[src/hdl/tcf_pkg.sv]
`default_nettype none

package tcf_pkg;

  localparam int unsigned BYTE_W = 8;
  localparam int unsigned CRC_W  = 16;
  localparam int unsigned SKIP_W = 4;
  localparam int unsigned POS_W  = 4;
  localparam int unsigned CFG_IDX_W = 1;
  localparam int unsigned CFG_DATA_W = 16;

  localparam logic [CRC_W-1:0]  CRC_POLY    = 16'h1021;
  localparam logic [CRC_W-1:0]  CRC_SEED_RST = 16'hFFFF;
  localparam logic [SKIP_W-1:0] SKIP_RST    = 4'd2;
  localparam logic [POS_W-1:0]  POS_MAX     = 4'd15;

  localparam logic [BYTE_W-1:0] CHAR_STAR    = 8'h2A;
  localparam logic [BYTE_W-1:0] CHAR_NEWLINE = 8'h0A;
  localparam logic [BYTE_W-1:0] CHAR_ZERO    = 8'h30;
  localparam logic [BYTE_W-1:0] CHAR_A_LESS_TEN = 8'h37;

  // configuration register indexes
  localparam logic [CFG_IDX_W-1:0] REG_SKIP_LEADING = 1'b0;
  localparam logic [CFG_IDX_W-1:0] REG_CRC_SEED     = 1'b1;

  typedef struct packed {
    logic [BYTE_W-1:0] in_byte;
    logic              in_last;
  } in_item_t;

  typedef struct packed {
    logic [BYTE_W-1:0] out_byte;
    logic              out_last;
  } out_item_t;

  // one input item and its accept flag, as seen by the crc unit
  typedef struct packed {
    logic              acc;
    logic              last;
    logic [BYTE_W-1:0] data;
  } crc_step_t;

  typedef enum logic [2:0] {
    TRL_IDLE,
    TRL_STAR,
    TRL_H3,
    TRL_H2,
    TRL_H1,
    TRL_H0,
    TRL_NL
  } trl_state_t;

  // msb-first crc over one byte, eight shift steps
  function automatic logic [CRC_W-1:0] crc16_byte(input logic [CRC_W-1:0] crc,
                                                  input logic [BYTE_W-1:0] b);
    logic [CRC_W-1:0] c;
    c = crc ^ {b, {(CRC_W-BYTE_W){1'b0}}};
    for (int k = 0; k < BYTE_W; k++) begin
      if (c[CRC_W-1]) begin
        c = {c[CRC_W-2:0], 1'b0} ^ CRC_POLY;
      end else begin
        c = {c[CRC_W-2:0], 1'b0};
      end
    end
    return c;
  endfunction

  // uppercase hex character of one nibble
  function automatic logic [BYTE_W-1:0] hex_char(input logic [3:0] nib);
    logic [BYTE_W-1:0] r;
    if (nib < 4'd10) begin
      r = CHAR_ZERO + {4'd0, nib};
    end else begin
      r = CHAR_A_LESS_TEN + {4'd0, nib};
    end
    return r;
  endfunction

endpackage

`default_nettype wire

[src/hdl/tcf_crc_unit.sv]
`default_nettype none

module tcf_crc_unit (
  input  wire logic                         clk,
  input  wire logic                         rst_n,
  input  wire tcf_pkg::crc_step_t           step,
  input  wire logic [tcf_pkg::SKIP_W-1:0]   skip_leading,
  input  wire logic [tcf_pkg::CRC_W-1:0]    crc_seed,
  output logic      [tcf_pkg::CRC_W-1:0]    crc_cur
);
  import tcf_pkg::*;

  logic [CRC_W-1:0] crc_r, crc_nxt;
  logic [POS_W-1:0] pos_r, pos_nxt;
  logic [CRC_W-1:0] crc_start;

  // line start takes the seed as it stands now
  always_comb begin
    crc_start = (pos_r == '0) ? crc_seed : crc_r;
    crc_cur   = (pos_r >= skip_leading) ? crc16_byte(crc_start, step.data) : crc_start;
  end

  always_comb begin
    crc_nxt = crc_r;
    pos_nxt = pos_r;
    if (step.acc) begin
      if (step.last) begin
        crc_nxt = crc_seed;
        pos_nxt = '0;
      end else begin
        crc_nxt = crc_cur;
        pos_nxt = (pos_r == POS_MAX) ? pos_r : pos_r + POS_W'(1);
      end
    end
  end

  always_ff @(posedge clk) begin
    if (!rst_n) begin
      crc_r <= CRC_SEED_RST;
      pos_r <= '0;
    end else begin
      crc_r <= crc_nxt;
      pos_r <= pos_nxt;
    end
  end

endmodule

`default_nettype wire

[src/hdl/telemetry_crc16_trailer_framer.sv]
`default_nettype none

// channel   dir  handshake                payload
// in_       in   in_valid / in_stall      in_item  (in_byte, in_last)
// out_      out  out_valid / out_stall    out_item (out_byte, out_last)
// cfg_      in   cfg_we                   cfg_index, cfg_wdata
//
// one byte is taken per clock while in_stall is low; its copy appears on the output in the next cycle
// a byte flagged last is followed by six trailer items ('*', four hex digits,
// newline); the trailer sequencer holds in_stall high until the newline is loaded
// out_stall reaches in_stall combinationally, gated by the valid flag of the single output register
// reset (synchronous, active low) clears the output valid flag, trailer sequencer,
// line position, and loads skip_leading = 2 and crc_seed = 0xFFFF

module telemetry_crc16_trailer_framer (
  input  wire logic                             clk,
  input  wire logic                             rst_n,
  input  wire logic                             in_valid,
  output logic                                  in_stall,
  input  wire tcf_pkg::in_item_t                in_item,
  output logic                                  out_valid,
  input  wire logic                             out_stall,
  output tcf_pkg::out_item_t                    out_item,
  input  wire logic                             cfg_we,
  input  wire logic [tcf_pkg::CFG_IDX_W-1:0]    cfg_index,
  input  wire logic [tcf_pkg::CFG_DATA_W-1:0]   cfg_wdata
);
  import tcf_pkg::*;

  // configuration registers
  logic [SKIP_W-1:0] skip_r;
  logic [CRC_W-1:0]  seed_r;

  always_ff @(posedge clk) begin
    if (!rst_n) begin
      skip_r <= SKIP_RST;
      seed_r <= CRC_SEED_RST;
    end else if (cfg_we) begin
      if (cfg_index == REG_SKIP_LEADING) begin
        skip_r <= cfg_wdata[SKIP_W-1:0];
      end
      if (cfg_index == REG_CRC_SEED) begin
        seed_r <= cfg_wdata[CRC_W-1:0];
      end
    end
  end

  // output register and trailer sequencer
  trl_state_t       state_r, state_nxt;
  logic             out_valid_r, out_valid_nxt;
  out_item_t        out_item_r, out_item_nxt;
  logic [CRC_W-1:0] trl_crc_r;
  logic [CRC_W-1:0] crc_cur;
  logic             adv;
  logic             in_acc;
  crc_step_t        step;

  // output slot can be loaded this cycle
  assign adv      = !out_valid_r || !out_stall;
  assign in_stall = !(adv && (state_r == TRL_IDLE));
  assign in_acc   = in_valid && !in_stall;

  assign step.acc  = in_acc;
  assign step.last = in_item.in_last;
  assign step.data = in_item.in_byte;

  tcf_crc_unit u_crc (
    .clk          (clk),
    .rst_n        (rst_n),
    .step         (step),
    .skip_leading (skip_r),
    .crc_seed     (seed_r),
    .crc_cur      (crc_cur)
  );

  // crc of the finished line, held while the trailer goes out
  always_ff @(posedge clk) begin
    if (in_acc && in_item.in_last) begin
      trl_crc_r <= crc_cur;
    end
  end

  always_comb begin
    state_nxt     = state_r;
    out_valid_nxt = out_valid_r;
    out_item_nxt  = out_item_r;
    if (adv) begin
      out_valid_nxt         = 1'b1;
      out_item_nxt.out_last = 1'b0;
      case (state_r)
        TRL_IDLE: begin
          out_valid_nxt         = in_valid;
          out_item_nxt.out_byte = in_item.in_byte;
          if (in_valid && in_item.in_last) begin
            state_nxt = TRL_STAR;
          end
        end
        TRL_STAR: begin
          out_item_nxt.out_byte = CHAR_STAR;
          state_nxt             = TRL_H3;
        end
        TRL_H3: begin
          out_item_nxt.out_byte = hex_char(trl_crc_r[15:12]);
          state_nxt             = TRL_H2;
        end
        TRL_H2: begin
          out_item_nxt.out_byte = hex_char(trl_crc_r[11:8]);
          state_nxt             = TRL_H1;
        end
        TRL_H1: begin
          out_item_nxt.out_byte = hex_char(trl_crc_r[7:4]);
          state_nxt             = TRL_H0;
        end
        TRL_H0: begin
          out_item_nxt.out_byte = hex_char(trl_crc_r[3:0]);
          state_nxt             = TRL_NL;
        end
        TRL_NL: begin
          // newline closes the framed line
          out_item_nxt.out_byte = CHAR_NEWLINE;
          out_item_nxt.out_last = 1'b1;
          state_nxt             = TRL_IDLE;
        end
        default: begin
          out_valid_nxt = 1'b0;
          state_nxt     = TRL_IDLE;
        end
      endcase
    end
  end

  always_ff @(posedge clk) begin
    if (!rst_n) begin
      state_r     <= TRL_IDLE;
      out_valid_r <= 1'b0;
    end else begin
      state_r     <= state_nxt;
      out_valid_r <= out_valid_nxt;
    end
  end

  always_ff @(posedge clk) begin
    out_item_r <= out_item_nxt;
  end

  assign out_valid = out_valid_r;
  assign out_item  = out_item_r;

  // a last byte always starts the trailer
  a_last_starts_trailer: assert property (@(posedge clk) disable iff (!rst_n)
    in_acc && in_item.in_last |=> state_r == TRL_STAR)
    else $error("last byte did not start trailer");

  // trailer crc holds while the trailer is being sent
  a_trl_crc_stable: assert property (@(posedge clk) disable iff (!rst_n)
    state_r != TRL_IDLE |=> $stable(trl_crc_r))
    else $error("trailer crc changed mid-trailer");

  // only the newline carries the line-end flag
  a_last_is_newline: assert property (@(posedge clk) disable iff (!rst_n)
    out_valid && out_item.out_last |-> out_item.out_byte == CHAR_NEWLINE)
    else $error("out_last on a byte other than newline");

  // leaving the newline state produces a flagged output
  a_nl_emits_last: assert property (@(posedge clk) disable iff (!rst_n)
    state_r == TRL_NL && adv |=> out_valid && out_item.out_last)
    else $error("newline not emitted with out_last");

endmodule

`default_nettype wire

[config.mk]
export PLATFORM = sky130hd
export DESIGN_NAME = telemetry_crc16_trailer_framer
export DESIGN_NICKNAME = d
export VERILOG_FILES = /design/src/hdl/tcf_pkg.sv /design/src/hdl/tcf_crc_unit.sv /design/src/hdl/telemetry_crc16_trailer_framer.sv
export SDC_FILE = /design/constraint.sdc
export NUM_CORES = 1
export LEC_CHECK = 0
export BUFFER_PORTS_ARGS = -buffer_cell sky130_fd_sc_hd__buf_2
export CAP_MARGIN = 5
export CORE_MARGIN = 3
export CORE_UTILIZATION = 35
export CTS_CLUSTER_DIAMETER = 50
export DETAILED_ROUTE_END_ITERATION = 12
export HOLD_SLACK_MARGIN = 0.06
export MAX_ROUTING_LAYER = met4
export SKIP_LAST_GASP = 1
export SLEW_MARGIN = 20
export SYNTH_ARGS = -nofsm -noshare
export SYNTH_HDL_FRONTEND = slang
export SYNTH_SLANG_ARGS = --single-unit
[constraint.sdc]
create_clock -name clk -period 2.53 [get_ports clk]
set_input_delay 0.1265 -clock clk [delete_from_list [all_inputs] [get_ports clk]]
set_output_delay 0.1265 -clock clk [all_outputs]
set_load 0.01 [all_outputs]
==> results of run 1 <==
==> logic make-up (layout without fill, tap and decap cells) <==
logic type	after synthesis	in the layout	share of synthesized area, %
mux	29	29	6.89
flops	69	69	38.4
xor+xnor	37	37	10.1
simple gates	188	188	20.7
buf+inv	54	111	4.97
fa+ha+maj	10	10	2.94
compound gates	110	110	16.0
==> worst min-delay path by stage <==
stage | to | cells past startpoint
final | out_item[2] | 3
after global routing | out_item[2] | 3
after CTS | out_item[2] | 3
after detailed placement | seed_r[4] | 3
after global placement | seed_r[15] | 3
after floorplan | seed_r[12] | 2
==> placed cells by master, fill, tap and decap left out, types with 9 or more instances in the layout <==
| cell type | netlist | final |
|---|---|---|
| sky130_fd_sc_hd__dlygate4sd3_1 | 0 | 16 |
| sky130_fd_sc_hd__xnor2_1 | 17 | 17 |
| sky130_fd_sc_hd__edfxtp_1 | 25 | 25 |
| sky130_fd_sc_hd__o21a_1 | 9 | 9 |
| sky130_fd_sc_hd__nand3_1 | 40 | 40 |
| sky130_fd_sc_hd__clkbuf_16 | 0 | 12 |
| sky130_fd_sc_hd__ha_1 | 10 | 10 |
| sky130_fd_sc_hd__o21ai_0 | 27 | 27 |
| sky130_fd_sc_hd__nor2b_1 | 10 | 10 |
| sky130_fd_sc_hd__dfxtp_1 | 44 | 44 |
| sky130_fd_sc_hd__buf_4 | 0 | 13 |
| sky130_fd_sc_hd__mux2i_1 | 27 | 26 |
| sky130_fd_sc_hd__nand2_1 | 80 | 80 |
| sky130_fd_sc_hd__inv_1 | 22 | 22 |
| sky130_fd_sc_hd__buf_2 | 1 | 41 |
| sky130_fd_sc_hd__a21o_1 | 10 | 10 |
| sky130_fd_sc_hd__a21oi_1 | 31 | 30 |
| sky130_fd_sc_hd__nor2_1 | 24 | 24 |
==> state kept, by name, indices dropped and copies added, names as in the netlist <==
| signal | cells |
|---|---|
| out_item | 9 |
| trl_crc_r | 16 |
| out_valid | 1 |
| u_crc.pos_r | 4 |
| state_r | 3 |
| seed_r | 16 |
| u_crc.crc_r | 16 |
| skip_r | 4 |
==> worst max-delay path, delay by kind of cell (launching register included) <==
family / cells / cell delay, ns
fa+ha+maj: 1 / 0.14
simple gates: 1 / 0.21
buf+inv: 2 / 0.30
xor+xnor: 2 / 0.61
flops: 1 / 0.31
mux: 1 / 0.36
compound gates: 2 / 0.34
==> area by class of cell <==
cell class,instances,area (µm²)
Clock buffer,13,304
Inverter,23,86.3
Fill cell,1147,6500
Multi-Input combinational cell,374,2440
Sequential cell,69,1630
Clock inverter,3,20.0
Timing Repair Buffer,72,503
Tap cell,143,179
==> through the flow <==
step	setup TNS [ns]	total power [mW]	utilization, %	worst slack [ns]	std cells
after floorplan	0	1.88	-	0.0446	497
after global placement	0	2.09	39.9	0.172	665
after detailed placement	0	2.11	39.9	0.115	665
after CTS	0	3.47	44.0	0.0963	697
after global routing	-0.0412	3.63	44.3	-0.0193	697
final	0	3.45	44.3	0.150	697
==> power groups by stage <==
stage,Clock (mW),Combinational (mW),Sequential [mW]
detailed placement,0,0.752,1.35
finish,1.33,0.784,1.33
CTS,1.36,0.774,1.33
global placement,0,0.740,1.35
global route,1.41,0.870,1.35
floorplan,0,0.536,1.34
==> routing by layer <==
metal / vias up / routed length (µm)
met2: 127 / 4950
li1: 1844 / -
met5: - / 0
met4: 0 / 74
met1: 1706 / 5350
met3: 8 / 591
==> what timing repair did <==
item	4_1_cts	5_1_grt
hold buffers	16	0
hold endpoints to repair	18	0
resized for setup	0	4
endpoints found under the setup margin	0	11
==> results.txt, run 1 <==
Ranked by total cell area, the synthesized netlist is headed by sky130_fd_sc_hd__dfxtp_1 (21%), sky130_fd_sc_hd__edfxtp_1 (18%), sky130_fd_sc_hd__nand2_1 (7.1%), sky130_fd_sc_hd__mux2i_1 (6.4%), sky130_fd_sc_hd__nand3_1 (4.7%). The portion of the clock cycle consumed by the worst path in the final layout came out at a little over nine tenths. The met1 usage is approximately a quarter. The floorplan step defined a die boundary enclosing roughly 14000 µm². The remaining global-route overflow is 0.

The TritonCTS buffer count is 9. The internal power of the cells is about 2.5 mW. The flow ran to the end, and the final reports show no timing, DRC or antenna violations. The starting density of the core came out at between 30% and 40%. The transition time at the pin with the least slew margin came out at around 0.84 ns. The final antenna-violating net count came out at 0. The stage delay of the slowest cell on the critical path is 0.38 ns. The layer flagged by global routing as most heavily used is met2. The wire length of the first global-routing pass is around 18000 µm. At the worst endpoint, the required time is around 2.8 ns.

The share of total power in combinational logic is 22.7%. The sum of net half-perimeters after detailed placement is around 7800 µm. The final number of hold-violating endpoints came out at 0. The commonest cells after synthesis are sky130_fd_sc_hd__nand2_1 (80), sky130_fd_sc_hd__dfxtp_1 (44), sky130_fd_sc_hd__nand3_1 (40). In this run the clock root is driven by a sky130_fd_sc_hd__clkbuf_16. When the netlist entered floorplanning its net count stood at between 500 and 600.

Final hold analysis gives a worst-case slack of 0.185 ns. Of all cell types, the one taking the most synthesized area is sky130_fd_sc_hd__dfxtp_1. The max-capacitance violation count is 0. Synthesis inferred 69 register bits. Dividing the detail-routed wire length by the instance count gives between 15 and 20 µm. The number of levels in the clock H-tree is 3.

The min-delay analysis places its worst path in the category in -> reg. After detailed routing, the number of remaining DRC violations is 0. The max-slew violation count is 0. The total length of routed wires is between 10000 and 15000 µm. The critical path in this run is classified as reg -> reg. The via count of the first global-routing pass came out at ~3500. The maximum net fanout on the critical path came out at 23.

The chip height came out at approximately 120 µm. For this design the ratio of total power to cell area is around 670 nW/µm². The clock period minus final worst setup slack is ~2.4 ns. The synthesized area per cell is 8.55 µm². The violation count after the first detailed-route iteration came out at 334.

The via-per-instance ratio came out at ~5.3. After technology mapping, the gate count stands at approximately 500. The worst register-to-register path ends at u_crc.crc_r[13]. The global-route met3 utilization came out at 4.77%. The signal on the critical path passes through inv_1 -> ha_1 -> nor3b_4 -> buf_12 -> mux2i_1 -> xnor2_2 -> xnor3_1 -> o21a_1 -> a21o_1.

Setup violations remaining at the end of the flow were counted as 0. Data on the critical path arrives at its endpoint at 2.61 ns. The post-synthesis sequential area ratio came out at between 30% and 40%. The switching power of the nets came out at 0.981 mW. The number of search-and-repair iterations in the first detailed-routing pass is 5. The hold path startpoint is in_item[2]. The standard-cell row count came out at 39. Buffers added to address setup during post-CTS repair amount to 0. TritonCTS built the clock tree. The worst max-slew margin expressed relative to the limit is 43.5%. The number of vias in the routed layout is 3685. The total routing resource utilization after global routing came out at between 10% and 20%. The net total in the final layout is approximately 600.

The startpoint of the worst register-to-register path is u_crc.pos_r[0]. The maximum clock rate is between 0.4 and 0.5 GHz. The most common flop cell mapped by yosys is sky130_fd_sc_hd__dfxtp_1. The endpoint class of the critical path is a flip-flop. The global-route track usage on met2 came out at 27.8%. The nature of the critical path startpoint is a flip-flop.

The number of I/O pins is 42. The leakage component of the power is between 2 and 2.5 nW. The worst register-to-register path has a setup slack of approximately 0.15 ns.

The number of cell instances on the worst register-to-register path is 9. After synthesis, the largest area contributor takes up between 20% and 30% of total cell area. The clock share of power is between 30% and 40%. Following the worst setup path forward leads to its endpoint at u_crc.crc_r[13]. After floorplanning, the core was sized to cover ~12000 µm². The clock latency at the later pin of the worst-skew pair is 0.34 ns. The number of synthesized flops with an enable pin came out at 25. The number of buffer cells added on primary ports is 41. The number of antenna diodes came out at 0.

The post-synthesis cell type count came out at slightly below 50. On the final layout, the worst clock skew is 0.00468 ns. The placed standard-cell area came out at approximately 4700 µm². The layout overhead on the synthesized area came out at 21.5%.

The number of warnings reported in the yosys synthesis log is 0. sky130_fd_sc_hd__nand2_1 is the most common cell in the netlist. The most critical setup path has its startpoint at u_crc.pos_r[0]. The largest vdd supply drop came out at 0.495 mV.

The clock-pin slew on the worst setup and hold paths came out at approximately 0.060 ns. The last weighted congestion value of the routability-driven placer came out at roughly 0.90. The maximum clock path buffer count is 2.

The number of clock sinks came out at 69. Registers are responsible for around 39% of the overall power. Setup repair after global routing could not meet its margin everywhere.

The post-route standard cell area excluding fillers came out at between 5000 and 6000 µm². The pin count of the biggest net entering global routing came out at 45. Of all flip-flops after synthesis, the portion carrying an async set or reset was 0%. The number of antenna violations at the first check in global routing is 0. The switching share of total power came out at about 28%. The width of the die is between 100 and 150 µm. The cell area after synthesis came out at 4250 µm².

For this design, the slowest cell found on the critical path is sky130_fd_sc_hd__xnor3_1. The proportion of layout cells with a drive suffix above 1 came out at between 10% and 20%.
(Power assumes the default switching activity.)
==> inputs of run 2 (changes only) <==
Settings changed: ABC_CLOCK_PERIOD_IN_PS from default to 2530, MAX_ROUTING_LAYER met4 to default.
==> run 2 against run 1 <==
Worst setup slack lost 0.022 ns. Die area is the same. First-iteration DRC count shrank 19%. Register-to-register slack lost 0.02 ns. Clock-buffer cell count shrank 1. Non-clock buffer count is the same. Largest power group unchanged.
==> results.txt, run 2 (same netlist as run 1, synthesis figures left out) <==
The flow ran to the end, and the final reports show no timing, DRC or antenna violations. The number of levels in the clock H-tree is 3 (unchanged). The max-slew violation count is 0 (unchanged). The routed length per placed instance is 15.3 µm (-2.9%).

The starting density of the core came out at 36.5% (unchanged). The layout filler cell count came out at 1120 (-2.4%). The number of buffer cells added on primary ports is 41 (unchanged). The number of clock sinks is 69 (unchanged).

The sum of net half-perimeters after detailed placement came out at 7630 µm (-2.2%). The wire length of the first global-routing pass came out at 17500 µm (-3.7%). The count of buffers added by post-CTS timing repair for setup is 0 (unchanged). The maximum clock rate was 0.416 GHz (-0.92%). The maximum clock path buffer count came out at 2 (unchanged). The remaining global-route overflow is 0 (unchanged). The largest vdd supply drop came out at 0.383 mV (-23%). The number of antenna violations at the first check in global routing was 0 (unchanged). The number of vias in the routed layout is 3654 (-0.84%). The largest registers in the layout are seed_r: 16 flops, trl_crc_r: 16 flops, u_crc.crc_r: 16 flops. The proportion of layout cells with a drive suffix above 1 is 15.7% (+0.36 points). The TritonCTS buffer count came out at 9 (unchanged).

The layout overhead on the synthesized area is 21.1%. The number of search-and-repair iterations in the first detailed-routing pass came out at 5 (unchanged). TritonCTS built the clock tree. The chip height is 116 µm (unchanged). The area of the die is 13500 µm² (unchanged). The slowest stage of the critical path belongs to the cell sky130_fd_sc_hd__xnor3_1. The pin count of the biggest net entering global routing is 45 (unchanged). The category of the critical setup timing path is reg -> reg. The via count of the first global-routing pass is 3527 (+0.86%). The width of the die is 116 µm (unchanged). The transition time at the pin with the least slew margin came to 0.805 ns (-0.0399 ns). The reg-to-reg setup timing slack is 0.13 ns (-0.02 ns). The most common cell after layout, fill and taps aside is sky130_fd_sc_hd__nand2_1. The stage delay of the slowest cell on the critical path is 0.46 ns (+0.08 ns). The number of setup violations in the final report came out at 0 (unchanged). In the layout the commonest cells are sky130_fd_sc_hd__nand2_1 (80), sky130_fd_sc_hd__dfxtp_1 (44), sky130_fd_sc_hd__buf_2 (41), sky130_fd_sc_hd__nand3_1 (40), sky130_fd_sc_hd__a21oi_1 (30). The wire length on met1 is 5150 µm (-3.8%). After detailed routing, no signal wire sits above met4. The clock period minus final worst setup slack was 2.40 ns (+0.0221 ns).

The total length of routed wires is 10600 µm (-2.9%). The type of the most critical hold path is in -> reg. The clock latency at the later pin of the worst-skew pair was 0.34 ns (about the same).

The post-place setup slack came out at 0.0896 ns (-0.0252 ns). The last weighted congestion value of the routability-driven placer came out at 0.887 (-1.8%). The wire length on met2 is 4650 µm (-6.1%).

The signal arrival time at the worst endpoint came to 2.64 ns (+0.03 ns). STA classifies the critical path endpoint as a flip-flop. The number of I/O pins is 42 (unchanged). Traced cell by cell, the critical path runs through inv_1 -> ha_1 -> nor3b_4 -> buf_12 -> mux2i_2 -> xnor2_2 -> xnor3_1 -> o21a_1 -> a21o_1. The met3 layer wire length in the routed design is 649 µm (+9.8%). The max-capacitance violation count is 0 (unchanged). The overall power of the completed layout is 3.38 mW (-2.1%).

The startpoint of the worst register-to-register path is u_crc.pos_r[0]. The total routing resource utilization after global routing is 16.8% (-1.1 points). The final number of hold-violating endpoints came out at 0 (unchanged). The via-per-instance ratio came out at 5.24 (-0.84%).

The number of design rule violations left after detail routing came out at 0 (unchanged). The tree is rooted in a sky130_fd_sc_hd__clkbuf_16. The net total in the final layout is 590 (unchanged).

The worst max-slew margin expressed relative to the limit is 46.1% (+2.7 points). The standard-cell row count is 39 (unchanged). The hold path startpoint is in_item[2]. The worst setup path is launched from a flip-flop. The power density over cell area was 657 nW/µm² (-1.8%). The floorplan core area came out at 11700 µm² (unchanged). Setup repair after global routing could not meet its margin everywhere. The clock-pin slew on the worst setup and hold paths is 0.06 ns (about the same). The critical path starts at u_crc.pos_r[0].

The maximum net fanout on the critical path is 23 (unchanged). The leakage component of the power came out at 2.26 nW (-0.41%). The violation count after the first detailed-route iteration came out at 270 (-19%). The worst clock skew came out at 0.00785 ns (+0.00317 ns). The required arrival time at the worst endpoint came out at 2.76 ns (about the same). The final critical-path setup slack is 0.128 ns (-0.0221 ns). The portion of the clock cycle consumed by the worst path in the final layout is 94.9% (+0.87 points). The final antenna-violating net count was 0 (unchanged). The number of antenna diodes came out at 0 (unchanged).
run 2: cell count changes in the layout (fill, tap and decap cells not counted), sizes merged:
cell and change:
clkbuf -1, inv +1
run 2: layout make-up:
class	instances	area (µm²)	share of cell area (%)
clock buffers	12	279	5.42
flip-flops and latches	69	1630	31.7
multi-input cells	374	2440	47.4
well taps	143	179	3.48
clock inverters	4	26.3	0.510
inverters	23	86.3	1.68
repair buffers	72	503	9.77
run 2: final timing paths:
path                                   endpoint  cells after the start
worst max register to register  u_crc.crc_r[15]                      9
worst min register to register   u_crc.crc_r[0]                      2
worst min-delay path                out_item[2]                      3
worst max-delay path            u_crc.crc_r[15]                      9
run 2: what timing repair did:
item / CTS / global route
endpoints found under the setup margin: 0 / 8
hold buffers: 16 / 0
endpoints found under the hold margin: 19 / 0
gates resized for setup: 0 / 5
run 2: through the flow:
| stage | instances | util [%] | hold slack (ns) | cell area (µm²) | setup TNS (ns) |
|---|---|---|---|---|---|
| after floorplan | 497 | - | 0.251 | 4250 | 0 |
| after global placement | 665 | 39.9 | 0.334 | 4650 | 0 |
| after detailed placement | 665 | 39.9 | 0.339 | 4650 | 0 |
| after CTS | 697 | 43.9 | 0.173 | 5120 | 0 |
| after global routing | 697 | 44.1 | 0.204 | 5150 | -0.0806 |
| final | 697 | 44.1 | 0.195 | 5150 | 0 |
run 2: power by group:
group	internal, mW	switching [mW]
sequential	1.26	0.0712
combinational	0.367	0.413
clock	0.784	0.485
total	2.41	0.969
run 2: critical path: cells and delay by family (launching register included):
family                     cells  cell delay, ns
xor gates and xnor gates       2            0.68
AOI/OAI and AO/OA              2            0.34
DFF                            1            0.31
buffers and inverters          2            0.30
muxes                          1            0.30
and+or+nand+nor                1            0.21
adders and majority gates      1            0.15
run 2: metal layers:
| layer | global-route usage [%] | vias up |
|---|---|---|
| met1 | 22.5 | 1660 |
| met2 | 26.4 | 128 |
| li1 | - | 1846 |
| met3 | 4.04 | 20 |
| met4 | 6.34 | 0 |
| met5 | 0 | - |
